### config.mk
export PLATFORM = sky130hd
export DESIGN_NAME = fit_placement_allocator_top
export DESIGN_NICKNAME = d
export VERILOG_FILES = /design/src/hdl/fpa_pkg.sv /design/src/hdl/fpa_mem.sv /design/src/hdl/fpa_engine.sv /design/src/hdl/fit_placement_allocator_top.sv
export SDC_FILE = /design/constraint.sdc
export NUM_CORES = 1
export LEC_CHECK = 0
export ABC_AREA = 1
export BUFFER_PORTS_ARGS = -buffer_cell sky130_fd_sc_hd__buf_2
export CAP_MARGIN = 5
export CORE_MARGIN = 5
export CORE_UTILIZATION = 30
export DETAILED_ROUTE_END_ITERATION = 10
export SYNTH_ARGS = -nofsm -noshare
export SYNTH_HDL_FRONTEND = slang
export SYNTH_SLANG_ARGS = --single-unit
### constraint.sdc
create_clock -name clk -period 3.65 [get_ports clk]
set_clock_uncertainty 0.05 [all_clocks]
set_input_delay 0.73 -clock clk [delete_from_list [all_inputs] [get_ports clk]]
set_output_delay 0.73 -clock clk [all_outputs]
set_load 0.05 [all_outputs]
### src/hdl/fpa_pkg.sv
package fpa_pkg;

  // Default sizing of the free-block table.
  localparam int MAX_BLOCKS_DEF = 16;
  localparam int SIZE_BITS_DEF  = 16;

  // Fixed widths of the stream and configuration fields.
  localparam int IDX_BITS      = 4;
  localparam int VAL_BITS      = 16;
  localparam int TDATA_BITS    = 24;
  localparam int CFG_DATA_BITS = 5;
  localparam int CFG_IDX_BITS  = 1;

  // Reset value of the search count register.
  localparam logic [CFG_DATA_BITS-1:0] BLOCKS_RESET = 5'd16;

  // Configuration register indexes.
  localparam logic [CFG_IDX_BITS-1:0] CFG_POLICY = 1'b0;
  localparam logic [CFG_IDX_BITS-1:0] CFG_BLOCKS = 1'b1;

  // Operation carried in the input tuser.
  typedef enum logic {
    OP_LOAD  = 1'b0,
    OP_PLACE = 1'b1
  } op_t;

  // Placement policy.
  typedef enum logic [1:0] {
    POL_FIRST = 2'd0,
    POL_NEXT  = 2'd1,
    POL_BEST  = 2'd2,
    POL_WORST = 2'd3
  } policy_t;

endpackage

### src/hdl/fpa_mem.sv
module fpa_mem #(
  parameter int DEPTH = fpa_pkg::MAX_BLOCKS_DEF,
  parameter int AW    = 4,
  parameter int DW    = fpa_pkg::SIZE_BITS_DEF
) (
  input  logic          clk,
  input  logic          we,
  input  logic [AW-1:0] waddr,
  input  logic [DW-1:0] wdata,
  input  logic [AW-1:0] raddr,
  output logic [DW-1:0] rdata
);

  logic [DW-1:0] mem_r [DEPTH];

  // Single write port, registered read port.
  always_ff @(posedge clk) begin
    if (we) begin
      mem_r[waddr] <= wdata;
    end
    rdata <= mem_r[raddr];
  end

endmodule

### src/hdl/fpa_engine.sv
module fpa_engine #(
  parameter int MAX_BLOCKS = fpa_pkg::MAX_BLOCKS_DEF,
  parameter int SIZE_BITS  = fpa_pkg::SIZE_BITS_DEF,
  parameter int IDX_W      = 4,
  parameter int CNT_W      = 5
) (
  input  logic                           clk,
  input  logic                           rst_n,
  // Configuration, stable while a transaction is in flight.
  input  fpa_pkg::policy_t               policy,
  input  logic [CNT_W-1:0]               search_cnt,
  // Input stream.
  input  logic                           in_tvalid,
  output logic                           in_tready,
  input  logic                           in_tuser,
  input  logic [fpa_pkg::TDATA_BITS-1:0] in_tdata,
  // Result stream.
  output logic                           out_tvalid,
  input  logic                           out_tready,
  output logic                           out_tuser,
  output logic [fpa_pkg::TDATA_BITS-1:0] out_tdata,
  // Table memory.
  output logic                           mem_we,
  output logic [IDX_W-1:0]               mem_waddr,
  output logic [SIZE_BITS-1:0]           mem_wdata,
  output logic [IDX_W-1:0]               mem_raddr,
  input  logic [SIZE_BITS-1:0]           mem_rdata
);

  typedef enum logic [1:0] {
    S_IDLE,
    S_SCAN,
    S_UPDATE
  } state_t;

  state_t                 state_r;
  fpa_pkg::policy_t       pol_r;
  logic [CNT_W-1:0]       n_r;
  logic [CNT_W-1:0]       k_r;
  logic [IDX_W-1:0]       pos_r;
  logic [IDX_W-1:0]       rover_r;
  logic [IDX_W-1:0]       pick_r;
  logic [SIZE_BITS-1:0]   req_r;
  logic [SIZE_BITS-1:0]   best_r;
  logic                   have_r;
  logic                   out_valid_r;
  logic                   out_placed_r;
  logic [fpa_pkg::IDX_BITS-1:0] out_block_r;
  logic [fpa_pkg::VAL_BITS-1:0] out_left_r;

  logic                          in_fire;
  logic                          in_is_load;
  logic [fpa_pkg::IDX_BITS-1:0]  in_idx;
  logic [fpa_pkg::VAL_BITS-1:0]  in_size;
  logic                          load_in_range;
  logic [IDX_W-1:0]              start_pos;
  logic [CNT_W-1:0]              pos_inc;
  logic [IDX_W-1:0]              next_pos;
  logic                          last_entry;
  logic                          fits;
  logic                          take;
  logic                          stop_early;
  logic                          update_go;
  logic [SIZE_BITS-1:0]          left_size;

  // Input transaction decode.
  assign in_tready     = (state_r == S_IDLE);
  assign in_fire       = in_tvalid && in_tready;
  assign in_is_load    = (fpa_pkg::op_t'(in_tuser) == fpa_pkg::OP_LOAD);
  assign in_idx        = in_tdata[fpa_pkg::IDX_BITS-1:0];
  assign in_size       = in_tdata[fpa_pkg::IDX_BITS +: fpa_pkg::VAL_BITS];
  assign load_in_range = (32'(in_idx) < MAX_BLOCKS);

  // Next fit resumes at the rover unless it lies beyond the search window.
  assign start_pos = ((policy == fpa_pkg::POL_NEXT) && (CNT_W'(rover_r) < search_cnt)) ?
                     rover_r : '0;

  // Circular walk over the search window.
  assign pos_inc    = CNT_W'(pos_r) + CNT_W'(1);
  assign next_pos   = (pos_inc >= n_r) ? '0 : IDX_W'(pos_inc);
  assign last_entry = (k_r == (n_r - CNT_W'(1)));

  // Compare the entry that the memory returns this cycle.
  assign fits = (mem_rdata >= req_r);
  always_comb begin
    take       = 1'b0;
    stop_early = 1'b0;
    case (pol_r) inside
      fpa_pkg::POL_FIRST, fpa_pkg::POL_NEXT: begin
        take       = fits;
        stop_early = fits;
      end
      fpa_pkg::POL_BEST: take = fits && (!have_r || (mem_rdata < best_r));
      fpa_pkg::POL_WORST: take = fits && (!have_r || (mem_rdata > best_r));
      default: take = 1'b0;
    endcase
  end

  // The update leaves only when the output register is free.
  assign update_go = (state_r == S_UPDATE) && (!out_valid_r || out_tready);
  assign left_size = best_r - req_r;

  // Memory port steering; the state machine keeps reads and writes apart.
  always_comb begin
    mem_we    = 1'b0;
    mem_waddr = pick_r;
    mem_wdata = left_size;
    mem_raddr = '0;
    if (in_fire && in_is_load) begin
      mem_we    = load_in_range;
      mem_waddr = IDX_W'(in_idx);
      mem_wdata = SIZE_BITS'(in_size);
    end else if (update_go) begin
      mem_we = have_r;
    end
    if (state_r == S_IDLE) begin
      mem_raddr = start_pos;
    end else if (state_r == S_SCAN) begin
      mem_raddr = next_pos;
    end
  end

  // Sequencer and registered result.
  always_ff @(posedge clk) begin
    if (!rst_n) begin
      state_r     <= S_IDLE;
      out_valid_r <= 1'b0;
      rover_r     <= '0;
    end else begin
      // A result that leaves without a new one behind it empties the register.
      if (out_valid_r && out_tready && !update_go) begin
        out_valid_r <= 1'b0;
      end
      unique case (state_r)
        S_IDLE: begin
          if (in_fire) begin
            if (in_is_load) begin
              rover_r <= '0;
            end else begin
              pol_r  <= policy;
              n_r    <= search_cnt;
              req_r  <= SIZE_BITS'(in_size);
              pos_r  <= start_pos;
              k_r    <= '0;
              have_r <= 1'b0;
              if (search_cnt == '0) begin
                state_r <= S_UPDATE;
              end else begin
                if (policy == fpa_pkg::POL_NEXT) begin
                  rover_r <= start_pos;
                end
                state_r <= S_SCAN;
              end
            end
          end
        end
        S_SCAN: begin
          if (take) begin
            have_r <= 1'b1;
            pick_r <= pos_r;
            best_r <= mem_rdata;
          end
          if (stop_early || last_entry) begin
            state_r <= S_UPDATE;
          end else begin
            pos_r <= next_pos;
            k_r   <= k_r + CNT_W'(1);
          end
        end
        S_UPDATE: begin
          if (update_go) begin
            out_valid_r  <= 1'b1;
            out_placed_r <= have_r;
            out_block_r  <= have_r ? fpa_pkg::IDX_BITS'(pick_r) : '0;
            out_left_r   <= have_r ? fpa_pkg::VAL_BITS'(left_size) : '0;
            if (have_r && (pol_r == fpa_pkg::POL_NEXT)) begin
              rover_r <= pick_r;
            end
            state_r <= S_IDLE;
          end
        end
        default: state_r <= S_IDLE;
      endcase
    end
  end

  // Result stream outputs.
  assign out_tvalid = out_valid_r;
  assign out_tuser  = out_placed_r;
  assign out_tdata  = {{(fpa_pkg::TDATA_BITS - fpa_pkg::VAL_BITS - fpa_pkg::IDX_BITS){1'b0}},
                       out_left_r, out_block_r};

endmodule

### src/hdl/fit_placement_allocator_top.sv
// Free-block placement allocator. Load transactions (in_tuser = 0) write one
// entry of the free-size table and give no result; placement transactions
// (in_tuser = 1) pick a block under the policy register (first, next, best or
// worst fit, ties to the lowest index), shrink it by the request and return one
// result with the placed flag in out_tuser. The table sits in one memory with
// a single registered read port that the request scans one entry per cycle. It
// reads as many entries as the search count (saturated to MAX_BLOCKS), or fewer
// when first or next fit stops at a hit. A finished result waits in an output
// register while the next transaction is accepted. Table entries hold no value
// until loaded.
module fit_placement_allocator_top #(
  parameter int MAX_BLOCKS = fpa_pkg::MAX_BLOCKS_DEF,
  parameter int SIZE_BITS  = fpa_pkg::SIZE_BITS_DEF
) (
  input  logic                              clk,
  input  logic                              rst_n,
  // Configuration write port.
  input  logic                              cfg_we,
  input  logic [fpa_pkg::CFG_IDX_BITS-1:0]  cfg_index,
  input  logic [fpa_pkg::CFG_DATA_BITS-1:0] cfg_wdata,
  // Input stream.
  input  logic                              in_tvalid,
  output logic                              in_tready,
  input  logic                              in_tuser,   // [0] operation
  input  logic [fpa_pkg::TDATA_BITS-1:0]    in_tdata,   // [3:0] block_index, [19:4] size_value
  // Result stream.
  output logic                              out_tvalid,
  input  logic                              out_tready,
  output logic                              out_tuser,  // [0] placed
  output logic [fpa_pkg::TDATA_BITS-1:0]    out_tdata   // [3:0] chosen_block, [19:4] size_left
);

  localparam int IDX_W = (MAX_BLOCKS > 1) ? $clog2(MAX_BLOCKS) : 1;
  localparam int CNT_W = $clog2(MAX_BLOCKS + 1);

  fpa_pkg::policy_t                  policy_r;
  logic [fpa_pkg::CFG_DATA_BITS-1:0] blocks_r;
  logic [CNT_W-1:0]                  search_cnt;

  logic                 mem_we;
  logic [IDX_W-1:0]     mem_waddr;
  logic [SIZE_BITS-1:0] mem_wdata;
  logic [IDX_W-1:0]     mem_raddr;
  logic [SIZE_BITS-1:0] mem_rdata;

  // Configuration registers.
  always_ff @(posedge clk) begin
    if (!rst_n) begin
      policy_r <= fpa_pkg::POL_FIRST;
      blocks_r <= fpa_pkg::BLOCKS_RESET;
    end else if (cfg_we) begin
      unique case (cfg_index)
        fpa_pkg::CFG_POLICY: policy_r <= fpa_pkg::policy_t'(cfg_wdata[1:0]);
        fpa_pkg::CFG_BLOCKS: blocks_r <= cfg_wdata;
        default: ;
      endcase
    end
  end

  // Search count saturates at the table depth.
  assign search_cnt = (32'(blocks_r) > MAX_BLOCKS) ? CNT_W'(MAX_BLOCKS) : CNT_W'(blocks_r);

  fpa_mem #(
    .DEPTH (MAX_BLOCKS),
    .AW    (IDX_W),
    .DW    (SIZE_BITS)
  ) u_mem (
    .clk   (clk),
    .we    (mem_we),
    .waddr (mem_waddr),
    .wdata (mem_wdata),
    .raddr (mem_raddr),
    .rdata (mem_rdata)
  );

  fpa_engine #(
    .MAX_BLOCKS (MAX_BLOCKS),
    .SIZE_BITS  (SIZE_BITS),
    .IDX_W      (IDX_W),
    .CNT_W      (CNT_W)
  ) u_engine (
    .clk        (clk),
    .rst_n      (rst_n),
    .policy     (policy_r),
    .search_cnt (search_cnt),
    .in_tvalid  (in_tvalid),
    .in_tready  (in_tready),
    .in_tuser   (in_tuser),
    .in_tdata   (in_tdata),
    .out_tvalid (out_tvalid),
    .out_tready (out_tready),
    .out_tuser  (out_tuser),
    .out_tdata  (out_tdata),
    .mem_we     (mem_we),
    .mem_waddr  (mem_waddr),
    .mem_wdata  (mem_wdata),
    .mem_raddr  (mem_raddr),
    .mem_rdata  (mem_rdata)
  );

  // A load never produces a result.
  a_load_no_result: assert property (@(posedge clk) disable iff (!rst_n)
    (in_tvalid && in_tready && (in_tuser == fpa_pkg::OP_LOAD) && !out_tvalid) |=> !out_tvalid)
    else $error("result appeared after a load");

  // A request occupies the engine for at least the following cycle.
  a_place_busy: assert property (@(posedge clk) disable iff (!rst_n)
    (in_tvalid && in_tready && (in_tuser == fpa_pkg::OP_PLACE)) |=> !in_tready)
    else $error("engine accepted a transaction during a search");

  // A request that was not placed reports a zero block and size.
  a_miss_zero: assert property (@(posedge clk) disable iff (!rst_n)
    (out_tvalid && !out_tuser) |-> (out_tdata == '0))
    else $error("not-placed result carries nonzero data");

endmodule

==> metrics <==
vias per cell=4.65; WS Path Type=reg -> reg; total CTS buffers=40; 1st-iter DRT viols=960; r2r worst-path depth=14; Hold-fix buffers, CTS=0; first-pass GRT wire length=64400 µm; sw frac=0.299; Leak=8.21 nW; Worst slew margin=0.447; DIE AREA=61700 µm²; element type at the critical path start=flip-flop; Post CTS Setup Buffer Count=0; io pins=63; P_sw=3.61 mW; core area=56300 µm²; Placer Congestion=0.880; vias in the first global route=11482; Die Span X=248 µm; input/output buffers=54; Tightest Pin Transition=0.828 ns; logic gate share of total power=0.223; mapped cell area=17000 µm²; storage element area=10500 µm²; pwr dens=612 nW/µm²; endpoints failing setup=0; diode count=0; largest net degree at the start of global routing=129; routed vias=11830; Total GRT Usage=0.133; syn avg cell area=10.2 µm²; Row Count=87; clock share of power=0.345; Worst-path clk slew=0.06 ns; CTS-repair resized insts=0; Final Hold Vio Count=0; RSZ-0062 raised after global routing=no; placed inst area=18400 µm²; status=complete, no violations; clk_lat worst skew=0.54 ns; crit end category=flip-flop; Final Max Tran Viols=0; die height=248 µm; max capacitance violation total=0; Post-Synthesis Cells=1678; Final nets=1854; WP data required=4.00 ns; Hold EP=u_engine.req_r[5]$_DFFE_PP_; share of layout cells above drive strength 1=0.121; initial antenna violation count=0; initial cell density of the core=0.303; CTS tree=built; area of the multi-input gates=5240 µm²; TritonRoute pass-1 iters=6; DRC viols=0; Reg-to-Reg End=u_mem.rdata[3]$_DFF_P_; Crit Path Max Fanout=32; total routed wirelength=41500 µm; CP arrival=3.56 ns; Post-Layout Cell Count=2545; Tcrit/Tclk final=0.881; type of the most critical hold path=in -> reg; Hold Crit Start=in_tdata[9]; total grt overflow=0; crit path time final=3.22 ns; dpl hpwl=26300 µm; Avg WL per Cell=16.3 µm; Yosys cell types=45; R2R setup slack=0.43 ns; cell internal pwr=8.47 mW; Synth Register Bits=360; final antenna-violating net count=0; total negative slack=0 ns; root buf cell=clkbuf_16; Layout fillers=5590; Ys Warns=0; post-synthesis sequential area ratio=0.617; final instance area=19700 µm²; Max rail drop VDD=263 µV; clock sink total=360; R2R Path Start=u_engine.pos_r[0]$_DFFE_PP_; CTS Buffer Depth=3; DP Cell Count=2472; Hold Crit Depth=1; CTS H-Tree Depth=2; Area growth syn-to-layout=15.9%; Max Clock Freq=311 MHz; Seq pwr share=0.432
## layer usage
metal,wire length (µm),GRT usage,share of wire,vias to the layer above
li1,-,-,-,5787
met1,18100,0.182,0.44,5580
met2,19300,0.215,0.47,376
met3,2790,0.0237,0.067,87
met4,1260,0.0464,0.030,0
met5,0,0,0,-
## power by group through the flow
stage	clock network, mW	logic (mW)	registers [mW]
finish	4.16	2.69	5.22
global route	4.43	3.03	5.25
CTS	4.25	2.69	5.22
detailed placement	0	2.68	5.31
global placement	0	2.61	5.30
floorplan	0	1.83	5.26
## cell usage in the layout (no fill, tap or decap), types with 18 or more instances in the layout
| cell | instances |
|---|---|
| a21oi_1 | 37 |
| buf_2 | 54 |
| buf_4 | 49 |
| clkbuf_16 | 41 |
| dfxtp_1 | 30 |
| edfxtp_1 | 330 |
| ha_1 | 58 |
| inv_1 | 230 |
| nand2_1 | 388 |
| nand3_1 | 315 |
| nor2_1 | 59 |
| nor2_2 | 18 |
| o21ai_0 | 42 |
## worst max-delay path by stage
stage / startpoint / end / slack [ns] / cells past startpoint
after floorplan: u_engine.best_r[5]$_DFFE_PP_ / u_engine.best_r[0]$_DFFE_PP_ / 0.47 / 13
after global placement: u_engine.best_r[2]$_DFFE_PP_ / u_mem.mem_r[11][9]$_DFFE_PP_ / 0.43 / 9
after detailed placement: u_engine.best_r[2]$_DFFE_PP_ / u_mem.mem_r[10][9]$_DFFE_PP_ / 0.29 / 9
after CTS: u_engine.best_r[2]$_DFFE_PP_ / u_mem.mem_r[9][9]$_DFFE_PP_ / 0.27 / 9
after global routing: u_engine.pos_r[0]$_DFFE_PP_ / u_mem.rdata[9]$_DFF_P_ / 0.14 / 14
final: u_engine.pos_r[0]$_DFFE_PP_ / u_mem.rdata[3]$_DFF_P_ / 0.43 / 14
## synth_stat cells, drive strengths merged
cell / n / share of area
nand3b: 4 / 0.0018
xnor2: 13 / 0.0067
conb: 1 / 0.00022
inv: 240 / 0.053
or2: 4 / 0.0015
ha: 58 / 0.043
nand2: 396 / 0.089
o21a: 1 / 0.00044
dfxtp: 30 / 0.035
fa: 1 / 0.0012
nor4: 1 / 0.00037
o21ai: 46 / 0.015
o2111ai: 1 / 0.00051
a31oi: 6 / 0.0022
o211ai: 1 / 0.00044
nand3: 315 / 0.093
clkinv: 1 / 0.00022
a21boi: 2 / 0.00088
a21oi: 38 / 0.012
nor2: 82 / 0.020
nand4: 9 / 0.0040
nor3: 6 / 0.0018
clkbuf: 11 / 0.0024
mux2i: 1 / 0.00059
buf: 63 / 0.026
a21o: 3 / 0.0013
o21bai: 1 / 0.00044
edfxtp: 330 / 0.58
xor2: 11 / 0.0057
o31ai: 2 / 0.00088
## final cells by class
class / count / share of cell area
Sequential cell: 360 / 0.532
Tap cell: 756 / 0.0479
Clock buffer: 62 / 0.0590
Multi-Input combinational cell: 1006 / 0.265
Inverter: 241 / 0.0459
Timing Repair Buffer: 110 / 0.0394
Clock inverter: 10 / 0.0101
## registers in the layout, indices dropped and copies added (netlist names), 2 cells and up
name	cells
u_engine.pick_r	4
u_engine.state_r	2
blocks_r	5
u_engine.pos_r	4
u_engine.best_r	16
u_engine.k_r	5
u_mem.mem_r	256
u_engine.pol_r	2
u_engine.rover_r	4
u_engine.n_r	5
u_mem.rdata	16
u_engine.out_left_r	16
u_engine.req_r	16
policy_r	2
u_engine.out_block_r	4
## worst max-delay path: stages (launching register included)
cell,delay [ns]
edfxtp_1,0.49
ha_1,0.28
xor2_1,0.22
ha_1,0.29
nand2_1,0.06
nand2_1,0.04
a21oi_1,0.31
nand4_1,0.24
nand2_2,0.16
inv_2,0.23
buf_12,0.26
nand2_1,0.08
nand3_1,0.07
nand3_1,0.12
nand2_1,0.13
## metrics by stage
step / hold slack (ns) / utilization / power (mW) / setup WS [ns]
final: 0.335 / 0.351 / 12.1 / 0.435
after CTS: 0.305 / 0.351 / 12.2 / 0.273
after detailed placement: 0.382 / 0.326 / 7.99 / 0.293
after floorplan: 0.358 / - / 7.09 / 0.467
after global routing: 0.308 / 0.351 / 12.7 / 0.139
after global placement: 0.391 / 0.326 / 7.91 / 0.426
## cell families (layout without fill, tap and decap cells)
logic type,count (synthesis),in the layout,share of synthesized area
and+or+nand+nor,817,817,0.211
DFF,360,360,0.617
buffers and inverters,315,423,0.0816
AOI/OAI and AO/OA,101,101,0.0338
adders and majority gates,59,59,0.0438
xor gates and xnor gates,24,24,0.0123
other,1,4,0.000220
muxes,1,1,0.000587
(Power assumes the default switching activity.)
